===== config.mk =====
export PLATFORM = sky130hd
export DESIGN_NAME = msb_first_bit_packer
export DESIGN_NICKNAME = d
export VERILOG_FILES = /design/src/hdl/mfbp_pkg.sv /design/src/hdl/mfbp_out_stage.sv /design/src/hdl/msb_first_bit_packer.sv
export VERILOG_INCLUDE_DIRS = /design/src /design/src/hdl
export SDC_FILE = /design/constraint.sdc
export NUM_CORES = 1
export LEC_CHECK = 0
export BUFFER_PORTS_ARGS = -buffer_cell sky130_fd_sc_hd__buf_2
export CAP_MARGIN = 10
export CORE_ASPECT_RATIO = 1.2
export CORE_MARGIN = 2
export CORE_UTILIZATION = 60
export CTS_BUF_LIST = sky130_fd_sc_hd__clkbuf_8 sky130_fd_sc_hd__clkbuf_16
export DETAILED_ROUTE_END_ITERATION = 10
export PLACE_DENSITY = 0.79
export SYNTH_ARGS = -nofsm -noshare
export SYNTH_HDL_FRONTEND = slang
export SYNTH_HIERARCHICAL = 1
export SYNTH_SLANG_ARGS = --single-unit
export TNS_END_PERCENT = 100

===== constraint.sdc =====
create_clock -name clk -period 7.5 [get_ports clk]
set_clock_uncertainty 0.2 [all_clocks]
set_input_delay 0.375 -clock clk [delete_from_list [all_inputs] [get_ports clk]]
set_output_delay 0.375 -clock clk [all_outputs]
set_load 0.1 [all_outputs]

===== src/hdl/msb_first_bit_packer_defines.svh =====
// assertion macros for the bit packer module
`ifndef MSB_FIRST_BIT_PACKER_DEFINES_SVH
`define MSB_FIRST_BIT_PACKER_DEFINES_SVH

// condition holds in the same cycle as the trigger
`define MFBP_ASSERT_NOW(label, clk, rst, trig, cond, msg) \
  label: assert property (@(posedge clk) disable iff (rst) (trig) |-> (cond)) \
    else $error(msg);

// condition holds in the cycle after the trigger
`define MFBP_ASSERT_NEXT(label, clk, rst, trig, cond, msg) \
  label: assert property (@(posedge clk) disable iff (rst) (trig) |=> (cond)) \
    else $error(msg);

`endif


===== src/hdl/mfbp_pkg.sv =====
// types and constants for the msb-first bit packer
`timescale 1ns / 1ps
package mfbp_pkg;

  typedef enum logic [1:0] {
    OP_WRITE        = 2'd0,
    OP_ALIGN_WRITE  = 2'd1,
    OP_ALIGN_VARINT = 2'd2,
    OP_ALIGN        = 2'd3
  } op_t;

  localparam int unsigned VALUE_W = 32;
  localparam int unsigned WIDTH_W = 6;
  localparam int unsigned BYTE_W  = 8;
  localparam int unsigned GROUP_W = 7;

  typedef struct packed {
    op_t                  operation;
    logic [VALUE_W-1:0]   value;
    logic [WIDTH_W-1:0]   width;
  } item_t;

  typedef struct packed {
    logic [BYTE_W-1:0] out_byte;
    logic              last;
  } res_t;

endpackage


===== src/hdl/mfbp_out_stage.sv =====
// output register stage for the packed byte stream
`timescale 1ns / 1ps
module mfbp_out_stage
  import mfbp_pkg::*;
(
  input  logic clk,
  input  logic rst,
  input  logic push,
  input  res_t push_data,
  output logic ready,
  output res_t res,
  output logic res_valid,
  input  logic res_stall
);

  // free when empty or when the held transaction leaves this cycle
  assign ready = !res_valid || !res_stall;

  always_ff @(posedge clk) begin
    if (rst) begin
      res_valid <= 1'b0;
    end else if (ready) begin
      res_valid <= push;
    end
  end

  always_ff @(posedge clk) begin
    if (ready && push) begin
      res <= push_data;
    end
  end

endmodule


===== src/hdl/msb_first_bit_packer.sv =====
// msb-first bit packer with leb128 varint, up to one byte per unstalled cycle
//
//  channel | signals                          | transaction moves
//  --------+----------------------------------+----------------------------
//  item    | item, item_valid, item_stall     | operation, value, width
//  res     | res, res_valid, res_stall        | out_byte, last
//
// an item is taken while idle; the sequencer then emits one byte per cycle
// unless res_stall is high: a padding byte when aligning with bits held,
// then bytes of held and top field bits (or 7-bit varint groups). spare
// field bits that fill no byte merge into the held bits with no byte.
// item_stall is high while the sequencer is busy; a stalled result holds
// the sequencer but not the item side while idle. reset clears held bits.
`timescale 1ns / 1ps
module msb_first_bit_packer
  import mfbp_pkg::*;
#(
  parameter int MAX_FIELD_WIDTH = 32
) (
  input  logic  clk,
  input  logic  rst,
  input  item_t item,
  input  logic  item_valid,
  output logic  item_stall,
  output res_t  res,
  output logic  res_valid,
  input  logic  res_stall
);

`include "msb_first_bit_packer_defines.svh"

  localparam int MAXW = (MAX_FIELD_WIDTH < 32) ? MAX_FIELD_WIDTH : 32;

  typedef enum logic [1:0] {S_IDLE, S_PAD, S_BITS, S_VARINT} state_t;

  state_t             state, state_next;
  op_t                op;
  logic [31:0]        sh, sh_next;
  logic [5:0]         rem, rem_next;
  logic [6:0]         pend, pend_next;
  logic [2:0]         pc, pc_next;

  logic               accept;
  logic [5:0]         wsat;
  logic               adv;
  logic               emit;
  res_t               emit_data;
  logic [3:0]         need;
  logic [7:0]         top8;
  logic [7:0]         merged;

  assign item_stall = (state != S_IDLE);
  assign accept     = item_valid && !item_stall;
  assign wsat       = (item.width > 6'(MAXW)) ? 6'(MAXW) : item.width;
  assign need       = 4'd8 - {1'b0, pc};
  assign top8       = sh[31:24];

  mfbp_out_stage u_out (
    .clk       (clk),
    .rst       (rst),
    .push      (emit),
    .push_data (emit_data),
    .ready     (adv),
    .res       (res),
    .res_valid (res_valid),
    .res_stall (res_stall)
  );

  always_comb begin
    state_next = state;
    sh_next    = sh;
    rem_next   = rem;
    pend_next  = pend;
    pc_next    = pc;
    emit       = 1'b0;
    emit_data  = '0;
    merged     = ({1'b0, pend} << rem[2:0]) | (top8 >> (4'd8 - {1'b0, rem[2:0]}));
    case (state)
      S_IDLE: begin
        if (accept) begin
          if (item.operation == OP_ALIGN_VARINT) begin
            sh_next = item.value;
          end else begin
            sh_next = item.value << (6'd32 - wsat);
          end
          rem_next = wsat;
          if (item.operation == OP_WRITE) begin
            state_next = (wsat != 6'd0) ? S_BITS : S_IDLE;
          end else if (pc != 3'd0) begin
            state_next = S_PAD;
          end else if (item.operation == OP_ALIGN_WRITE) begin
            state_next = (wsat != 6'd0) ? S_BITS : S_IDLE;
          end else if (item.operation == OP_ALIGN_VARINT) begin
            state_next = S_VARINT;
          end else begin
            state_next = S_IDLE;
          end
        end
      end
      S_PAD: begin
        if (adv) begin
          emit               = 1'b1;
          emit_data.out_byte = 8'({1'b0, pend} << need);
          emit_data.last     = !(op == OP_ALIGN_VARINT) &&
                               !(op == OP_ALIGN_WRITE && rem >= 6'd8);
          pend_next          = '0;
          pc_next            = '0;
          if (op == OP_ALIGN_WRITE && rem != 6'd0) begin
            state_next = S_BITS;
          end else if (op == OP_ALIGN_VARINT) begin
            state_next = S_VARINT;
          end else begin
            state_next = S_IDLE;
          end
        end
      end
      S_BITS: begin
        if (adv) begin
          if (rem >= {2'b00, need}) begin
            // held bits complete a byte with the top of the field
            emit               = 1'b1;
            emit_data.out_byte = 8'({1'b0, pend} << need) | (top8 >> pc);
            sh_next            = sh << need;
            rem_next           = rem - {2'b00, need};
            emit_data.last     = (rem_next < 6'd8);
            pend_next          = '0;
            pc_next            = '0;
            state_next         = (rem_next == 6'd0) ? S_IDLE : S_BITS;
          end else begin
            // spare bits join the held bits, no byte
            pend_next  = merged[6:0];
            pc_next    = pc + rem[2:0];
            rem_next   = '0;
            state_next = S_IDLE;
          end
        end
      end
      S_VARINT: begin
        if (adv) begin
          emit               = 1'b1;
          emit_data.out_byte = {(|sh[31:7]), sh[6:0]};
          emit_data.last     = ~|sh[31:7];
          sh_next            = sh >> GROUP_W;
          state_next         = (|sh[31:7]) ? S_VARINT : S_IDLE;
        end
      end
      default: begin
        state_next = S_IDLE;
      end
    endcase
  end

  always_ff @(posedge clk) begin
    if (rst) begin
      state <= S_IDLE;
      pend  <= '0;
      pc    <= '0;
    end else begin
      state <= state_next;
      pend  <= pend_next;
      pc    <= pc_next;
    end
  end

  always_ff @(posedge clk) begin
    sh  <= sh_next;
    rem <= rem_next;
    if (accept) begin
      op <= item.operation;
    end
  end

  // held bits above the count stay clear
  `MFBP_ASSERT_NOW(a_pend_clean, clk, rst, 1'b1, (pend >> pc) == 7'd0,
                   "held bits above count not clear")
  // padding only happens with bits held
  `MFBP_ASSERT_NOW(a_pad_nonzero, clk, rst, state == S_PAD, pc != 3'd0,
                   "padding with no held bits")
  // varint groups are always byte aligned
  `MFBP_ASSERT_NOW(a_varint_aligned, clk, rst, state == S_VARINT, pc == 3'd0,
                   "varint group not aligned")
  // after a byte marked last only a merge of spare bits may remain
  `MFBP_ASSERT_NEXT(a_last_final, clk, rst, emit && emit_data.last,
                    state == S_IDLE || rem < 6'd8, "byte pending after last byte")

endmodule

==> out/qor.yml <==
prevailing_post_synth_register_cell: "sky130_fd_sc_hd__edfxtp_1"
port_buffers: 54
critical_path_s_top_delay_family: "adder cells"
timing.final.hold_violations: 0
setup-tns-final_ns: 0
timing.critical_path.mode_cell: "sky130_fd_sc_hd__inv_1"
p_sw_mw: 1.73
r2r_slack_ns: 2.84
drt_drc_violations_left: 0
num-fill-cells: 1061
totalWireLength_um: 26500
crit_buf_inv: 2
area_growth_pct: 7.05
syn_inst: 849
post-layout-total-power_mw: 3.30
post_cts.resized_instances: 0
final-setup-viol-count: 0
critical_path.reg2reg.startpoint: "pc[1]$_SDFFE_PP0P_"
design.die.area_um2: 13500
max_slew_margin_pct: 27.2
post-place-cells: 999
crit_path_cell_trace: "inv_1 > ha_2 > inv_1 > ha_1 > and3_1 > a211oi_1 > nand3b_1 > nand3_1 > nand2_1 > and2_1"
min_period_ns: 4.66
crit_slowest_cell: "sky130_fd_sc_hd__ha_2"
floorplan.die.height_um: 127
unrepaired_setup_endpoints_after_global_routing: "false"
total_area_of_multi_input_combinational_cells_um2: 5420
clock_insertion_delay_worst_skew_ns: 0.33
floorplan.rows: 44
layout_worst_path_cycle_share_pct: 62.1
syn_avg_cell_area_um2: 8.88
total_cts_buffers: 9
drt_pass1_iterations: 6
grt_overflow_total: 0
die_w_um: 106
hold_path.class: "in2reg"
seqPwrFrac_pct: 27.4
ant_nets: 0
root_buffer: "sky130_fd_sc_hd__clkbuf_16"
yosys_register_bits: 62
crit_path_start: "pc[1]$_SDFFE_PP0P_"
routed_wire_length_per_instance_um: 26.1
syn-cell-area_um2: 7540
synth-edff-count: 49
yosysWarningCount: 6
switching_share_pct: 52.4
status: "completed"
mappedNetlistNets: 903
ir_worst_vdd_mv: 0.272
share_comb_of_total_power_pct: 60.3
critical_path_max_stage_delay_ns: 1.09
core_area_um2: 12200
worst-setup-path-type: "reg2reg"
arrival_ns: 4.50
grt_pass1_vias: 7323
ctsLongestPathBuffers: 2
antennaDiodeCount: 0
cts.sink_count: 62
internal_pwr_total_mw: 1.57
num_io_pins: 55
crit-reg2reg-capture: "u_out/res[4]$_DFFE_PP_"
grt_usage_pct: 39.8
hold_ws_ns: 0.0451
synth-async-reset-ratio_pct: 0
post_route_cells_drive_above_1_share_pct: 18.3
pre_cts_ws_ns: 2.96
number_of_nets_in_the_layout: 903
post_layout_nonfiller_instances: 1015
synth_seq_area_share_pct: 23.0
p_leak_nw: 2.90
largest_net_degree_at_the_start_of_global_routing: 52
drt_iter0_markers: 979
drv_cap: 0
dp.final_hpwl_um: 19500
synth.distinct_cells: 66
final-seq-area_um2: 1730
grt_pass1_wl_um: 41300
cts_tree: "built"
max_slew.worst_pin.slew_ns: 1.09
timing.critical_path.required_ns: 7.34
detailroute.via_count: 7758
worstSetupEndpoint: "u_out/res[4]$_DFFE_PP_"
timing.critical_path.to_type: "register"
reg2reg_depth: 10
floorplan.initialDensity_pct: 62.0
number_of_buffers_added_for_setup_after_cts: 0
path_max_fanout: 45
cts.clk_slew.worst_paths_ns: 0.05
via_density_per_instance: 7.64
crit_cells: 10
clock.fmax_mhz: 215
antenna_violations_before_repair: 0
clkPwrFrac_pct: 12.3
power_per_cell_area_nw_per_um2: 408
final.setup.worst_slack_ns: 2.84
htreeDepth: 3
holdBufCountCts: 0
slew_viol_final: 0
worstSetupStartpointType: "register"
gp_routability_congestion: 1.01
-- placed cells by master (no fill, tap or decap), drive strengths merged, types with 6 or more instances in the layout --
master	count
a211oi	13
a21oi	43
a221oi	16
a222oi	7
a22o	7
a22oi	13
a31oi	8
and2	8
buf	66
clkbuf	9
clkinv	6
dfxtp	13
edfxtp	49
ha	8
inv	20
mux2	22
mux2i	75
mux4	53
nand2	112
nand2b	9
nand3	27
nor2	54
nor2b	13
nor3	24
nor4	12
o211ai	17
o21ai	59
o221ai	8
o22ai	9
o31ai	6
xnor2	7
-- synthesized netlist by cell type (3+ instances only) --
library cell,instances,share of area (%)
sky130_fd_sc_hd__o31ai_1,6,0.60
sky130_fd_sc_hd__xnor2_1,6,0.70
sky130_fd_sc_hd__and2_1,8,0.66
sky130_fd_sc_hd__mux4_1,8,2.8
sky130_fd_sc_hd__o221ai_1,8,0.93
sky130_fd_sc_hd__nand2b_1,8,0.66
sky130_fd_sc_hd__a211o_1,5,0.58
sky130_fd_sc_hd__a221oi_1,16,1.9
sky130_fd_sc_hd__a21oi_1,43,2.9
sky130_fd_sc_hd__buf_2,19,1.3
sky130_fd_sc_hd__a222oi_1,7,0.93
sky130_fd_sc_hd__or3_1,4,0.33
sky130_fd_sc_hd__dfxtp_1,13,3.5
sky130_fd_sc_hd__o21a_1,3,0.30
sky130_fd_sc_hd__nor3_1,23,1.5
sky130_fd_sc_hd__buf_1,12,0.60
sky130_fd_sc_hd__a21o_1,5,0.50
sky130_fd_sc_hd__ha_1,8,1.3
sky130_fd_sc_hd__o311ai_0,3,0.35
sky130_fd_sc_hd__nand4_1,4,0.33
sky130_fd_sc_hd__and3_1,5,0.41
sky130_fd_sc_hd__a211oi_1,13,1.3
sky130_fd_sc_hd__clkbuf_1,44,2.2
sky130_fd_sc_hd__o211ai_1,17,1.7
sky130_fd_sc_hd__nor4_1,12,1.0
sky130_fd_sc_hd__a311oi_1,4,0.46
sky130_fd_sc_hd__a31oi_1,8,0.66
sky130_fd_sc_hd__mux4_2,45,13
sky130_fd_sc_hd__a22oi_1,13,1.3
sky130_fd_sc_hd__mux2i_1,75,10
sky130_fd_sc_hd__o22ai_1,9,0.75
sky130_fd_sc_hd__nand2_1,112,5.6
sky130_fd_sc_hd__edfxtp_1,49,20
sky130_fd_sc_hd__mux2_2,22,3.3
sky130_fd_sc_hd__a22o_1,7,0.81
sky130_fd_sc_hd__nor2_1,54,2.7
sky130_fd_sc_hd__nand3_1,26,1.7
sky130_fd_sc_hd__inv_1,19,0.95
sky130_fd_sc_hd__o21ai_0,57,3.8
sky130_fd_sc_hd__nor2b_1,13,1.1
-- sequential cells by signal (all words and copies together), names as in the netlist --
register and flops:
pc 3, op 2, pend 7, u_out/res 9
rem 6, sh 32, u_out/res_valid 1, state 2
-- routing by layer --
metal  wire (um)  global-route usage [%]
met5           0                       0
met4        1720                    23.9
met3        2990                    7.30
met2       12400                    64.8
met1        9380                    49.1
-- how the worst min path moves through the flow --
stage	start	endpoint	slack, ns	cells past startpoint
after floorplan	rst	u_out/res_valid$_SDFFE_PP0P_	0.25	1
after global placement	u_out/res_valid$_SDFFE_PP0P_	u_out/res_valid$_SDFFE_PP0P_	0.29	2
after detailed placement	pend[5]$_SDFFE_PP0P_	pend[5]$_SDFFE_PP0P_	0.30	2
after CTS	item[38]	op[0]$_DFFE_PP_	0.04	1
after global routing	item[39]	op[1]$_DFFE_PP_	0.05	1
final	item[38]	op[0]$_DFFE_PP_	0.05	1
-- logic make-up after synthesis --
| family | count (synthesis) | synth area share, % |
|---|---|---|
| and+or+nand+nor | 281 | 17.4 |
| buffers and inverters | 97 | 5.26 |
| AOI/OAI and AO/OA | 239 | 21.3 |
| muxes | 150 | 29.5 |
| xor gates and xnor gates | 10 | 1.66 |
| adders and majority gates | 10 | 1.86 |
| DFF | 62 | 23.0 |
-- power by group through the flow --
stage / Sequential [mW] / Clock, mW / Combinational, mW
floorplan: 0.927 / 0 / 1.35
finish: 0.904 / 0.406 / 1.99
CTS: 0.886 / 0.405 / 1.93
global placement: 0.881 / 0 / 1.90
global route: 0.919 / 0.416 / 2.12
detailed placement: 0.891 / 0 / 1.92
-- worst reg2reg max path: stages (launching register included) --
cell and delay, ns:
sky130_fd_sc_hd__dfxtp_1 0.73, sky130_fd_sc_hd__inv_1 0.14, sky130_fd_sc_hd__ha_2 1.09, sky130_fd_sc_hd__inv_1 0.39, sky130_fd_sc_hd__ha_1 0.39, sky130_fd_sc_hd__and3_1 0.17
sky130_fd_sc_hd__a211oi_1 0.31, sky130_fd_sc_hd__nand3b_1 0.26, sky130_fd_sc_hd__nand3_1 0.30, sky130_fd_sc_hd__nand2_1 0.11, sky130_fd_sc_hd__and2_1 0.29
-- through the flow --
stage / utilization [%] / cell area (um2)
final: 66.3 / 8070
after global placement: 64.0 / 7790
after CTS: 66.3 / 8070
after global routing: 66.3 / 8070
after floorplan: - / 7540
after detailed placement: 64.0 / 7790
-- final cells by class --
cell class | count | share of cell area, %
clock inverter | 7 | 0.698
timing repair buffer | 66 | 4.46
tap | 161 | 2.50
multi-input combinational | 690 | 67.2
inverter | 20 | 0.930
clock buffer | 9 | 2.79
sequential | 62 | 21.5
Note: power is estimated with default switching activity, not from simulation.
